**config.mk**
```make
export PLATFORM = sky130hd
export DESIGN_NAME = wsf_resq
export DESIGN_NICKNAME = d
export VERILOG_FILES = /design/src/rtl/assert_macros.svh /design/src/rtl/wsf_pkg.sv /design/src/rtl/wsf_resq.sv
export SDC_FILE = /design/constraint.sdc
export NUM_CORES = 2
export LEC_CHECK = 0
export BUFFER_PORTS_ARGS = -buffer_cell sky130_fd_sc_hd__buf_2
export CELL_PAD_IN_SITES_DETAIL_PLACEMENT = 1
export CELL_PAD_IN_SITES_GLOBAL_PLACEMENT = 2
export CORE_UTILIZATION = 42
export DETAILED_ROUTE_END_ITERATION = 8
export PLACE_DENSITY_LB_ADDON = 0.1
export REMOVE_ABC_BUFFERS = 1
export SETUP_SLACK_MARGIN = 0.1
export SYNTH_ARGS = -nofsm -noshare
export SYNTH_HDL_FRONTEND = slang
export SYNTH_SLANG_ARGS = --single-unit
```
**constraint.sdc**
```tcl
create_clock -name clk -period 5.5 [get_ports clk]
set_clock_uncertainty 0.05 [all_clocks]
set_input_delay 0.825 -clock clk [delete_from_list [all_inputs] [get_ports clk]]
set_output_delay 0.825 -clock clk [all_outputs]
set_load 0.005 [all_outputs]
```
**src/rtl/assert_macros.svh**
```systemverilog
// ----------------------------------------------------------------------------
// Assertion macros shared by the smoothing filter RTL
// Clocked on clk, disabled while arst_n is low.
// ----------------------------------------------------------------------------
`ifndef ASSERT_MACROS_SVH
`define ASSERT_MACROS_SVH

// Property that must hold at every clock edge outside reset
`define WSF_ASSERT(label, prop, msg) \
	label: assert property (@(posedge clk) disable iff (!arst_n) prop) \
		else $error(msg);

// Implication: post checked in the cycle after pre
`define WSF_ASSERT_NEXT(label, pre, post, msg) \
	label: assert property (@(posedge clk) disable iff (!arst_n) (pre) |=> (post)) \
		else $error(msg);

`endif

```
**src/rtl/wsf_pkg.sv**
```systemverilog
`timescale 1ns / 1ps
// ----------------------------------------------------------------------------
// wsf_pkg
// Types and fixed constants of the weighted 3x3 smoothing filter.
// ----------------------------------------------------------------------------
package wsf_pkg;

	// field widths
	localparam int PIX_W       = 8;
	localparam int ROW_W       = 16;
	localparam int COL_OUT_W   = 10;
	localparam int WIDTH_REG_W = 11;
	localparam int CFG_W       = 16;

	// register indexes
	localparam logic CFG_IDX_WIDTH  = 1'b0;
	localparam logic CFG_IDX_HEIGHT = 1'b1;

	// results per transaction
	localparam int MAX_RUN   = 3;
	localparam int RUN_CNT_W = 2;

	// window sum and divide by ten: floor(x / 10) == (x * 6554) >> 16 for x < 16384
	localparam int              SUM_W       = 12;
	localparam int              MUL_W       = 13;
	localparam logic [MUL_W-1:0] DIV10_MUL  = 13'd6554;
	localparam int              DIV10_SHIFT = 16;

	// result queue depth (power of two)
	localparam int RESQ_DEPTH = 16;

	typedef struct packed {
		logic [PIX_W-1:0]     pixel;
		logic [ROW_W-1:0]     row;
		logic [COL_OUT_W-1:0] col;
		logic                 last;
	} res_t;

	// up to three results pushed into the queue in one cycle
	typedef struct packed {
		logic [RUN_CNT_W-1:0]   n;
		res_t [MAX_RUN-1:0]     item;
	} res_push_t;

	// position of a pixel inside the frame
	typedef struct packed {
		logic row_first;
		logic row_ge2;
		logic row_last;
		logic col_first;
		logic col_ge2;
		logic col_last;
	} pos_flags_t;

endpackage

```
**src/rtl/wsf_resq.sv**
```systemverilog
`timescale 1ns / 1ps
// ----------------------------------------------------------------------------
// wsf_resq
// Result queue: takes up to three results per cycle, hands out one.
// ----------------------------------------------------------------------------
module wsf_resq #(
	parameter int DEPTH = 16
) (
	input  logic                       clk,
	input  logic                       arst_n,
	input  wsf_pkg::res_push_t         push,
	input  logic                       pop,
	output wsf_pkg::res_t              head,
	output logic                       head_valid,
	output logic [$clog2(DEPTH+1)-1:0] count
);

	localparam int PW = $clog2(DEPTH);
	localparam int CW = $clog2(DEPTH + 1);

	wsf_pkg::res_t mem_q [DEPTH];
	logic [PW-1:0] wr_ptr_q;
	logic [PW-1:0] rd_ptr_q;
	logic [CW-1:0] count_q;
	logic          do_pop;

	assign do_pop     = pop && (count_q != '0);
	assign head       = mem_q[rd_ptr_q];
	assign head_valid = (count_q != '0);
	assign count      = count_q;

	// storage: consecutive slots from the write pointer
	always_ff @(posedge clk) begin
		for (int i = 0; i < wsf_pkg::MAX_RUN; i++) begin
			if (wsf_pkg::RUN_CNT_W'(i) < push.n) begin
				mem_q[wr_ptr_q + PW'(i)] <= push.item[i];
			end
		end
	end

	// pointers and fill count
	always_ff @(posedge clk or negedge arst_n) begin
		if (!arst_n) begin
			wr_ptr_q <= '0;
			rd_ptr_q <= '0;
			count_q  <= '0;
		end else begin
			wr_ptr_q <= wr_ptr_q + PW'(push.n);
			if (do_pop) begin
				rd_ptr_q <= rd_ptr_q + PW'(1);
			end
			count_q <= count_q + CW'(push.n) - CW'(do_pop);
		end
	end

endmodule

```
==> out/qor.txt <==
largest net degree at the start of global routing: 99
most used cell along the critical path: buf_4
met1 wire length: 60700 um
slew margin rel.: 0.119
Peak VDD IR: 0.571 mV
die area: 81300 um^2
CP max stage cell: xor2_2
GRT Util Overall: 0.387
Synth Flop Type: edfxtp_1
number of flops mapped to enable cells by yosys: 560
r2r endpoint: mem_q[15][19]$_DFFE_PP_
Post-Synthesis Mean Instance Area: 10.7 um^2
status: completed
Synth Cell Area: 33700 um^2
Pins Over Slew Limit: 0
largest stage delay on the critical path: 0.82 ns
RSZ-0062 raised after global routing: false
max-cap viol count: 0
Post-Synthesis Cells: 3136
Hold Path Class: input port to asynchronous set/reset pin
PortBufs: 150
CP top delay family: XOR/XNOR gates
critical path type: flip-flop to flip-flop
dpl ws: 1.35 ns
Final Setup Violations: 0
Vias per Instance: 7.36
Clock transition at path regs: 0.06 ns
CTS sink cnt: 573
critical path endpoint category: flip-flop
num ports: 151
drt wl/cell: 38.5 um
DR vias: 30500
Synth async-reset ratio: 0.0227
FF+latch count, synth: 573
initial antenna violation count: 10
worst reg2reg path depth: 6
highest routed layer: met5
WP buf/inv: 2
Routed Antenna Nets: 0
DP HPWL: 88700 um
Core ar.: 79100 um^2
leak pwr: 0.0131 uW
yosys warns: 0
CTS tree: yes
P&R area growth vs syn: 11.8%
DIE WIDTH: 285 um
Final Cycle Share: 0.790
initial DRC count: 4796
CTS Buf Count: 71
first-pass iteration count of the detailed router: 6
critical path, cell by cell: ha_1 > xor2_2 > buf_4 > nand3_2 > o21ai_4 > buf_4
number of H-tree levels: 3
first-pass GRT wire length: 225000 um
setup ws final: 1.15 ns
hold buffer count at CTS: 0
Crit path required time: 5.75 ns
worst slew pin tran: 1.32 ns
sequential area share after synthesis: 0.509
initial core utilization: 0.425
CP Max Fanout: 22
post-route insts no fill: 4140
WL final: 160000 um
grt ovf: 0
Startpoint Class: flip-flop
WL met2: 70300 um
Core Rows: 103
final hold vios: 0
setup repair bufs after CTS: 0
post-cts resize count: 0
reg-to-reg setup timing slack: 1.15 ns
Placer Congestion: 0.864
Post-Place Cell Area: 35500 um^2
final instance area: 37600 um^2
Synth cell types: 48
placed insts: 4004
Clock Latency Late Sink: 0.63 ns
DR WL met3: 21000 um
fin nets: 3150
P per Cell Area: 590 nW/um^2
layout cells sized above 1: 0.183
Critical R2R Launch: wr_ptr_q[1]$_DFF_PN0_
vias in the first global route: 30800
clock buffer depth: 3
Fmax: 230 MHz
Crit path arrival time: 4.60 ns
Die Span Y: 285 um
clk root buf: clkbuf_16
Hold Slack: 0.0364 ns
Final Critical Period: 4.35 ns
# DRC: 0
==> layout make-up <==
| cell class | count | area, um^2 |
|---|---|---|
| Fill cell | 8369 | 41500 |
| Sequential cell | 573 | 17100 |
| Multi-Input combinational cell | 2109 | 15300 |
| Clock buffer | 91 | 1850 |
| Timing Repair Buffer | 256 | 1660 |
| Tap cell | 1050 | 1310 |
| Clock inverter | 38 | 303 |
| Inverter | 16 | 60.1 |
| Antenna cell | 7 | 17.5 |
==> worst max path at each step <==
stage / to / slack (ns) / start / depth (start not counted)
floorplan: head[0] / -1.74 / rd_ptr_q[0]$_DFFE_PN0P_ / 3
global placement: mem_q[9][30]$_DFFE_PP_ / 1.54 / wr_ptr_q[1]$_DFF_PN0_ / 6
detailed placement: mem_q[15][31]$_DFFE_PP_ / 1.35 / wr_ptr_q[1]$_DFF_PN0_ / 6
CTS: head[9] / 1.20 / rd_ptr_q[0]$_DFFE_PN0P_ / 5
global route: mem_q[15][12]$_DFFE_PP_ / 1.07 / wr_ptr_q[1]$_DFF_PN0_ / 6
finish: mem_q[15][19]$_DFFE_PP_ / 1.15 / wr_ptr_q[1]$_DFF_PN0_ / 6
==> through the flow <==
step                setup TNS [ns]  utilization  total power (uW)
floorplan                  -374.99            -             12600
global placement                 0        0.448             17100
detailed placement               0        0.448             17400
CTS                              0        0.476             21900
global route                     0        0.476             22700
finish                           0        0.476             22200
==> layer usage <==
metal	global-route usage	vias up
li1	-	12000
met1	0.536	15600
met2	0.581	2404
met3	0.0866	432
met4	0.174	2
met5	0	-
==> sequential cells by signal (all words and copies together), names as in the netlist <==
signal / flops
count: 5
rd_ptr_q: 4
mem_q: 560
wr_ptr_q: 4
==> cell usage in the layout (no fill, tap or decap), types with 12 or more instances in the layout <==
master	count
inv_1	15
edfxtp_1	560
buf_2	150
a21oi_1	143
clkbuf_16	71
and3_1	210
a32oi_1	140
a31oi_1	140
nand2_1	426
buf_4	97
and2_1	71
clkbuf_1	20
a22oi_1	70
o22ai_1	74
mux4_2	140
nand3_2	12
nor2_1	282
a221o_1	210
o21ai_0	70
clkinv_1	20
==> cell families after synthesis <==
kind of cell               count (synthesis)  share of synthesized area
AOI/OAI and AO/OA                        877                      0.192
buffers and inverters                    454                     0.0512
adders and majority gates                 13                    0.00528
DFF                                      573                      0.509
and+or+nand+nor                         1065                      0.145
muxes                                    141                     0.0940
xor gates and xnor gates                  13                    0.00383
==> synthesized netlist by cell type, types with 13 or more instances <==
cell type	count	share of area
inv_1	15	0.0017
nand2_1	436	0.049
and3_1	212	0.039
and2_1	72	0.013
dfrtp_1	13	0.0097
a32oi_1	140	0.036
a21oi_1	143	0.021
a22oi_1	72	0.016
edfxtp_1	560	0.50
nor2_1	291	0.032
clkbuf_1	372	0.041
buf_2	16	0.0024
o22ai_1	78	0.014
o21ai_0	80	0.012
nand3_1	18	0.0027
mux4_2	140	0.094
a221o_1	210	0.062
a31oi_1	140	0.026
buf_1	50	0.0056
==> worst reg2reg max path: stages, from the launching register on <==
cell and delay, ns:
dfrtp_1 0.78, ha_1 0.50, xor2_2 0.82, buf_4 0.34, nand3_2 0.51, o21ai_4 0.61, buf_4 0.41
==> power by group <==
part | switching, uW | internal (uW)
clock | 2000 | 2540
combinational | 7320 | 3260
sequential | 621 | 6460
total | 9950 | 12300
Note: power is estimated with default switching activity, not from simulation.
